**config.mk**
```make
export PLATFORM = sky130hd
export DESIGN_NAME = modular_inverse_ext_euclid_top
export DESIGN_NICKNAME = d
export VERILOG_FILES = /design/src/hdl/modinv_pkg.sv /design/src/hdl/modinv_ctrl.sv /design/src/hdl/modinv_dp.sv /design/src/hdl/modular_inverse_ext_euclid_top.sv
export SDC_FILE = /design/constraint.sdc
export NUM_CORES = 1
export LEC_CHECK = 0
export BUFFER_PORTS_ARGS = -buffer_cell sky130_fd_sc_hd__buf_2
export CAP_MARGIN = 15
export CORE_ASPECT_RATIO = 1.1
export CORE_MARGIN = 4
export CORE_UTILIZATION = 40
export DETAILED_ROUTE_END_ITERATION = 6
export SETUP_SLACK_MARGIN = 0.02
export SYNTH_ARGS = -nofsm -noshare
export SYNTH_HDL_FRONTEND = slang
export SYNTH_SLANG_ARGS = --single-unit
```
**constraint.sdc**
```tcl
create_clock -name clk_i -period 13.8 [get_ports clk_i]
set_input_delay 2.76 -clock clk_i [delete_from_list [all_inputs] [get_ports clk_i]]
set_output_delay 2.76 -clock clk_i [all_outputs]
set_load 0.02 [all_outputs]
```
**src/hdl/modinv_pkg.sv**
```systemverilog
// Shared types and constants for the modular inverse block.
package modinv_pkg;

  localparam int unsigned VALUE_W = 64;
  localparam int unsigned RED_CNT_W = 6;
  localparam logic [RED_CNT_W-1:0] RED_LAST = RED_CNT_W'(VALUE_W - 1);

  typedef enum logic [2:0] {
    S_IDLE,
    S_REDUCE,
    S_FIX,
    S_CHECK,
    S_ALIGN,
    S_SUB,
    S_DONE
  } ctrl_state_e;

  typedef enum logic [2:0] {
    OP_IDLE,
    OP_LOAD,
    OP_REDUCE,
    OP_FIX,
    OP_INIT,
    OP_ALIGN,
    OP_SUB,
    OP_FINISH
  } dp_op_e;

  typedef struct packed {
    dp_op_e op;
  } dp_cmd_t;

  typedef struct packed {
    logic b_zero;
    logic align_ok;
    logic k_zero;
  } dp_stat_t;

endpackage

```
**src/hdl/modinv_ctrl.sv**
```systemverilog
// Sequencer for the reduction and Euclid steps of the modular inverse block.
module modinv_ctrl import modinv_pkg::*; (
  input  logic     clk_i,
  input  logic     rst_ni,
  input  logic     start_i,
  input  dp_stat_t stat_i,
  output dp_cmd_t  cmd_o,
  output logic     busy_o
);

  ctrl_state_e state_q, state_d;
  logic [RED_CNT_W-1:0] cnt_q, cnt_d;

  always_ff @(posedge clk_i or negedge rst_ni) begin
    if (!rst_ni) begin
      state_q <= S_IDLE;
      cnt_q   <= '0;
    end else begin
      state_q <= state_d;
      cnt_q   <= cnt_d;
    end
  end

  always_comb begin
    state_d = state_q;
    cnt_d   = cnt_q;
    unique case (state_q)
      S_IDLE: begin
        cnt_d = '0;
        if (start_i) state_d = S_REDUCE;
      end
      S_REDUCE: begin
        cnt_d = cnt_q + 1'b1;
        if (cnt_q == RED_LAST) state_d = S_FIX;
      end
      S_FIX: state_d = S_CHECK;
      S_CHECK: state_d = stat_i.b_zero ? S_DONE : S_ALIGN;
      S_ALIGN: begin
        if (!stat_i.align_ok) state_d = stat_i.k_zero ? S_CHECK : S_SUB;
      end
      S_SUB: begin
        if (stat_i.k_zero) state_d = S_CHECK;
      end
      S_DONE: state_d = S_IDLE;
      default: state_d = S_IDLE;
    endcase
  end

  always_comb begin
    cmd_o.op = OP_IDLE;
    unique case (state_q)
      S_IDLE:   cmd_o.op = start_i ? OP_LOAD : OP_IDLE;
      S_REDUCE: cmd_o.op = OP_REDUCE;
      S_FIX:    cmd_o.op = OP_FIX;
      S_CHECK:  cmd_o.op = stat_i.b_zero ? OP_IDLE : OP_INIT;
      S_ALIGN:  cmd_o.op = stat_i.align_ok ? OP_ALIGN : OP_SUB;
      S_SUB:    cmd_o.op = OP_SUB;
      S_DONE:   cmd_o.op = OP_FINISH;
      default:  cmd_o.op = OP_IDLE;
    endcase
  end

  assign busy_o = (state_q != S_IDLE);

endmodule

```
**src/hdl/modinv_dp.sv**
```systemverilog
// Datapath of the modular inverse block: serial reduction and shift-subtract Euclid.
module modinv_dp import modinv_pkg::*; #(
  parameter int unsigned MOD_BITS = 31
) (
  input  logic                clk_i,
  input  logic                rst_ni,
  input  dp_cmd_t             cmd_i,
  input  logic [VALUE_W-1:0]  value_i,
  input  logic [MOD_BITS-1:0] modulus_i,
  output dp_stat_t            stat_o,
  output logic                valid_o,
  output logic [MOD_BITS-1:0] inverse_o,
  output logic                has_inverse_o
);

  localparam int unsigned CW = MOD_BITS + 2;
  localparam int unsigned KW = $clog2(MOD_BITS + 1);

  logic [MOD_BITS-1:0]   m_q, rem_q, a_q, b_q;
  logic [VALUE_W-1:0]    mag_q;
  logic                  neg_q;
  logic [MOD_BITS:0]     rs_q;
  logic signed [CW-1:0]  sa_q, sb_q, ss_q;
  logic [KW-1:0]         k_q;
  logic                  valid_q;
  logic [MOD_BITS-1:0]   inv_q;
  logic                  has_q;

  logic [MOD_BITS:0]     red_t, red_diff;
  logic                  red_ge;
  logic [MOD_BITS-1:0]   red_next, fix_a;
  logic                  sub_ge;
  logic [MOD_BITS:0]     sub_diff;
  logic [MOD_BITS-1:0]   a_new;
  logic signed [CW-1:0]  sa_new, m_ext, fin_s;
  logic [VALUE_W-1:0]    load_mag;

  assign red_t    = {rem_q, mag_q[VALUE_W-1]};
  assign red_ge   = (red_t >= {1'b0, m_q});
  assign red_diff = red_t - {1'b0, m_q};
  assign red_next = red_ge ? red_diff[MOD_BITS-1:0] : red_t[MOD_BITS-1:0];
  assign fix_a    = (neg_q && (rem_q != '0)) ? (m_q - rem_q) : rem_q;
  assign load_mag = value_i[VALUE_W-1] ? (~value_i + 1'b1) : value_i;

  assign sub_ge   = ({1'b0, a_q} >= rs_q);
  assign sub_diff = {1'b0, a_q} - rs_q;
  assign a_new    = sub_ge ? sub_diff[MOD_BITS-1:0] : a_q;
  assign sa_new   = sub_ge ? (sa_q - ss_q) : sa_q;

  assign m_ext = signed'({2'b00, m_q});

  always_comb begin
    if (sa_q < 0) begin
      fin_s = sa_q + m_ext;
    end else if (sa_q >= m_ext) begin
      fin_s = sa_q - m_ext;
    end else begin
      fin_s = sa_q;
    end
  end

  assign stat_o.b_zero   = (b_q == '0);
  assign stat_o.align_ok = ({rs_q[MOD_BITS-1:0], 1'b0} <= {1'b0, a_q});
  assign stat_o.k_zero   = (k_q == '0);

  always_ff @(posedge clk_i) begin
    unique case (cmd_i.op)
      OP_LOAD: begin
        m_q   <= modulus_i;
        mag_q <= load_mag;
        neg_q <= value_i[VALUE_W-1];
        rem_q <= '0;
      end
      OP_REDUCE: begin
        rem_q <= red_next;
        mag_q <= {mag_q[VALUE_W-2:0], 1'b0};
      end
      OP_FIX: begin
        a_q  <= fix_a;
        b_q  <= m_q;
        sa_q <= CW'(1);
        sb_q <= '0;
      end
      OP_INIT: begin
        rs_q <= {1'b0, b_q};
        ss_q <= sb_q;
        k_q  <= '0;
      end
      OP_ALIGN: begin
        rs_q <= {rs_q[MOD_BITS-1:0], 1'b0};
        ss_q <= ss_q <<< 1;
        k_q  <= k_q + 1'b1;
      end
      OP_SUB: begin
        if (k_q == '0) begin
          a_q  <= b_q;
          b_q  <= a_new;
          sa_q <= sb_q;
          sb_q <= sa_new;
        end else begin
          a_q  <= a_new;
          sa_q <= sa_new;
          rs_q <= rs_q >> 1;
          ss_q <= ss_q >>> 1;
          k_q  <= k_q - 1'b1;
        end
      end
      OP_FINISH: begin
        if ((m_q != '0) && (a_q == MOD_BITS'(1))) begin
          inv_q <= fin_s[MOD_BITS-1:0];
          has_q <= 1'b1;
        end else begin
          inv_q <= '0;
          has_q <= 1'b0;
        end
      end
      OP_IDLE: begin
      end
      default: begin
      end
    endcase
  end

  always_ff @(posedge clk_i or negedge rst_ni) begin
    if (!rst_ni) begin
      valid_q <= 1'b0;
    end else begin
      valid_q <= (cmd_i.op == OP_FINISH);
    end
  end

  assign valid_o       = valid_q;
  assign inverse_o     = inv_q;
  assign has_inverse_o = has_q;

endmodule

```
**src/hdl/modular_inverse_ext_euclid_top.sv**
```systemverilog
// Top level of the modular inverse block: sequencer plus datapath.
// A request is taken when start_i is high while busy_o is low. The value is
// first reduced by a one-bit-per-cycle remainder unit over its 64 bits, and
// a sign correction step follows. The extended Euclidean algorithm then runs
// on one shared shift-and-subtract unit: each quotient costs a check step,
// the alignment shifts and a subtract step for each quotient bit, and one
// more check step and a finish step close the work. The result beat appears
// one cycle after the work ends: valid_o is high for exactly one cycle and
// cannot be stalled, so the receiver must take it then. A new request may be
// started in the cycle that the result is shown.
module modular_inverse_ext_euclid_top import modinv_pkg::*; #(
  parameter int unsigned MOD_BITS = 31
) (
  input  logic                clk_i,
  input  logic                rst_ni,
  input  logic                start_i,
  output logic                busy_o,
  input  logic [VALUE_W-1:0]  value_i,
  input  logic [MOD_BITS-1:0] modulus_i,
  output logic                valid_o,
  output logic [MOD_BITS-1:0] inverse_o,
  output logic                has_inverse_o
);

  dp_cmd_t  cmd;
  dp_stat_t stat;

  modinv_ctrl u_ctrl (
    .clk_i  (clk_i),
    .rst_ni (rst_ni),
    .start_i(start_i),
    .stat_i (stat),
    .cmd_o  (cmd),
    .busy_o (busy_o)
  );

  modinv_dp #(
    .MOD_BITS(MOD_BITS)
  ) u_dp (
    .clk_i        (clk_i),
    .rst_ni       (rst_ni),
    .cmd_i        (cmd),
    .value_i      (value_i),
    .modulus_i    (modulus_i),
    .stat_o       (stat),
    .valid_o      (valid_o),
    .inverse_o    (inverse_o),
    .has_inverse_o(has_inverse_o)
  );

endmodule

```
==> results.md <==
- Yosys top cell area share: 0.368
- Endpoints failing setup: 0
- Post-Route WL: slightly below 90 mm
- TritonCTS clock tree: built
- Die Y: between 200 and 300 microns
- Vias in the first global route: between 20,000 and 25,000
- Starting Density: 0.405
- Total GRT Usage: 0.221
- Area growth, synth to finish: 10.1%
- Initial DRT Pass Iterations: 5
- Detailed placement HPWL: 64.4 mm
- Worst Path Arrival: 5870 ps
- Vias per cell: 5.78
- Global-route wire length before repair: ~140 mm
- Via count: 24,800
- Clock sinks: 367
- Critical path fanouts, max: 6
- Avg Inst Size Synth: a little under 9 sq um
- Synth top cells by count: edfxtp_1, nand2_1, o21ai_0, nor2_1, a21oi_1
- Initial DRC count: roughly 1,900
- RSZ-0062 raised after global routing: no
- Placed Cells: approximately 4,200
- Antenna Nets Post-Route: 0
- Register-to-register setup slack: 8630 ps
- Tcrit/Tclk final: 0.403
- Initial antenna violation count: 9
- Synth Warn #: 0
- Min Tclk post-route: 5560 ps
- Post-synthesis sequential area ratio: 0.376
- Hold_buf cts: 0
- Max Cap Viol: 0
- Clk root buf: clkbuf_16
- Final Hold Fails: 0
- Status: completed
- Cell leakage power: around 13 nW
- Skew final: 18.6 ps
- Top-count cell post-synth: edfxtp_1
- Worst VDD drop: roughly 74 uV
- Congestion Overflow GR: 0
- Setup repair bufs after CTS: 0
- Max Slew Vio Count: 0
- Critical path endpoint category: flip-flop
- Cell row count: between 100 and 150
- Hold_ws: about 500 ps
- Worst-Skew Late Latency: ~600 ps
- Syn nets: 3,584
- Fin cells: roughly 4,300
- Ranking of synthesized cells by area: edfxtp_1, ha_1, o21ai_0
- Fmax: ~180 MHz
- PwrDens: between 70 and 80 nW/um^2
- Number of buffers inserted by port buffering: about 130
- Ys flop type: edfxtp_1
- Die Footprint: 77,300 sq um
- Hold Path Class: flip-flop to flip-flop
- RD Place Congestion: about 0.92
- Final core utilization: 0.446
- CP startpoint kind: input port
- Largest net degree at the start of global routing: around 120
- Wire length per cell: between 20 and 25 microns
- Worst path slowest cell: or4_4
- Worst-path cell chain: buf_2, or4_4, nor4_2, or4b_1, nor3_1, nand2_1, or3_4, or3_4, o31ai_4, xor2_1, o21ai_1
- Number of H-tree levels: 2
- DIE WIDTH: about 270 microns
- Post-Syn Area: about 30,000 sq um
- DRC: 0
- Post-synth EDFFs: 357
- Ratio of cells with drive above 1 in the final layout: 0.0820
- Slew HR: 0.243
- Most used cell, CP: or3_4
- Critical Path RT: approximately 14,000 ps
- Yosys cell types: 88
- CTS max path bufs: 3
- Worst path max stage delay: 550 ps
- NumNets Final: between 3,000 and 4,000
- Worst Setup Path Type: input port to flip-flop
- Asr flop ratio synth: 0.0272
- Setup TNS: 0 ps
- CTS resizes: 0
- Slew @ Worst Pin: roughly 1100 ps
- I/O Pins: 132
- Area leader, netlist: edfxtp_1
- Total CTS buffers: 45
- Synthesized instance count: roughly 3,300
- Synthesized flop and latch total: about 370
- Total core area: slightly above 70,000 sq um
- Reg clk slew, reported paths: 50 ps
## per-layer routing
layer / track usage / up-vias / routed length [microns] / share of wire
met2: 0.354 / 720 / 39800 / 0.45
met5: 0 / - / 54 / 0.00061
met4: 0.0912 / 8 / 4130 / 0.047
li1: - / 12100 / - / -
met3: 0.0420 / 191 / 5810 / 0.065
met1: 0.295 / 11700 / 38900 / 0.44
## registers in the layout, summed over array words and instances (netlist names)
signal,count
u_ctrl.cnt_q,6
u_ctrl.state_q,3
u_dp.a_q,31
u_dp.b_q,31
u_dp.has_inverse_o,1
u_dp.inverse_o,31
u_dp.k_q,5
u_dp.m_q,31
u_dp.mag_q,64
u_dp.neg_q,1
u_dp.rem_q,31
u_dp.rs_q,32
u_dp.sa_q,33
u_dp.sb_q,33
u_dp.ss_q,33
u_dp.valid_o,1
## placed cells by master, fill, tap and decap left out, drive strengths merged, types with 23 or more instances in the layout
cell type	n
o21bai	26
nand3	48
nand4	29
buf	155
a21oi	258
nand2	331
inv	224
a21o	83
o21a	33
nor4	46
a211oi	54
nor3	53
nand2b	36
xor2	96
o21ai	296
mux2i	118
o211ai	24
xnor2	97
nor2	269
a221oi	23
ha	220
clkbuf	56
nor2b	26
a31oi	24
edfxtp	357
o31ai	34
## critical path, delay by kind of cell
family          cells  cell delay, ps
xor+xnor            1             170
compound gates      2             250
buf+inv             1             120
simple gates        7            2570
## power breakdown
part / total [mW] / switching [mW] / internal [mW]
Combinational: 0.0485 / 0.0270 / 0.0215
Sequential: 1.21 / 0.0000353 / 1.21
Clock: 1.15 / 0.491 / 0.655
## area by class of cell
class / count / area [sq um]
diodes: 6 / 15.0
clock buffers: 56 / 1170
clock inverters: 26 / 210
fillers: 7111 / 39900
inverters: 224 / 841
multi-input cells: 2515 / 16900
flip-flops and latches: 367 / 11000
well taps: 945 / 1180
repair buffers: 155 / 836
## worst paths after layout
check	start	end	cells after the start
max	value_i[10]	u_dp.mag_q[58]	11
min	u_ctrl.cnt_q[1]	u_ctrl.cnt_q[1]	2
max reg2reg	u_dp.m_q[1]	u_dp.inverse_o[30]	11
min reg2reg	u_ctrl.cnt_q[1]	u_ctrl.cnt_q[1]	2
max in group asynchronous	rst_ni	u_dp.valid_o	1
min in group asynchronous	rst_ni	u_ctrl.cnt_q[2]	1
## cell families after synthesis
family / Yosys count / share of synthesized area
buf+inv: 377 / 0.0488
simple gates: 950 / 0.152
flops: 367 / 0.376
xor+xnor: 193 / 0.0580
fa+ha+maj: 227 / 0.0992
compound gates: 1021 / 0.223
other cells: 1 / 0.000129
mux: 123 / 0.0424
## metrics by stage
stage,setup WS [ps],total power [mW],cell area (sq um)
final,8240,2.40,32100
after global routing,7980,2.48,32100
after CTS,8220,2.43,32100
after detailed placement,7590,1.28,30700
after global placement,7630,1.28,30700
after floorplan,7290,1.25,29200
Power figures use the tool's default switching activity.
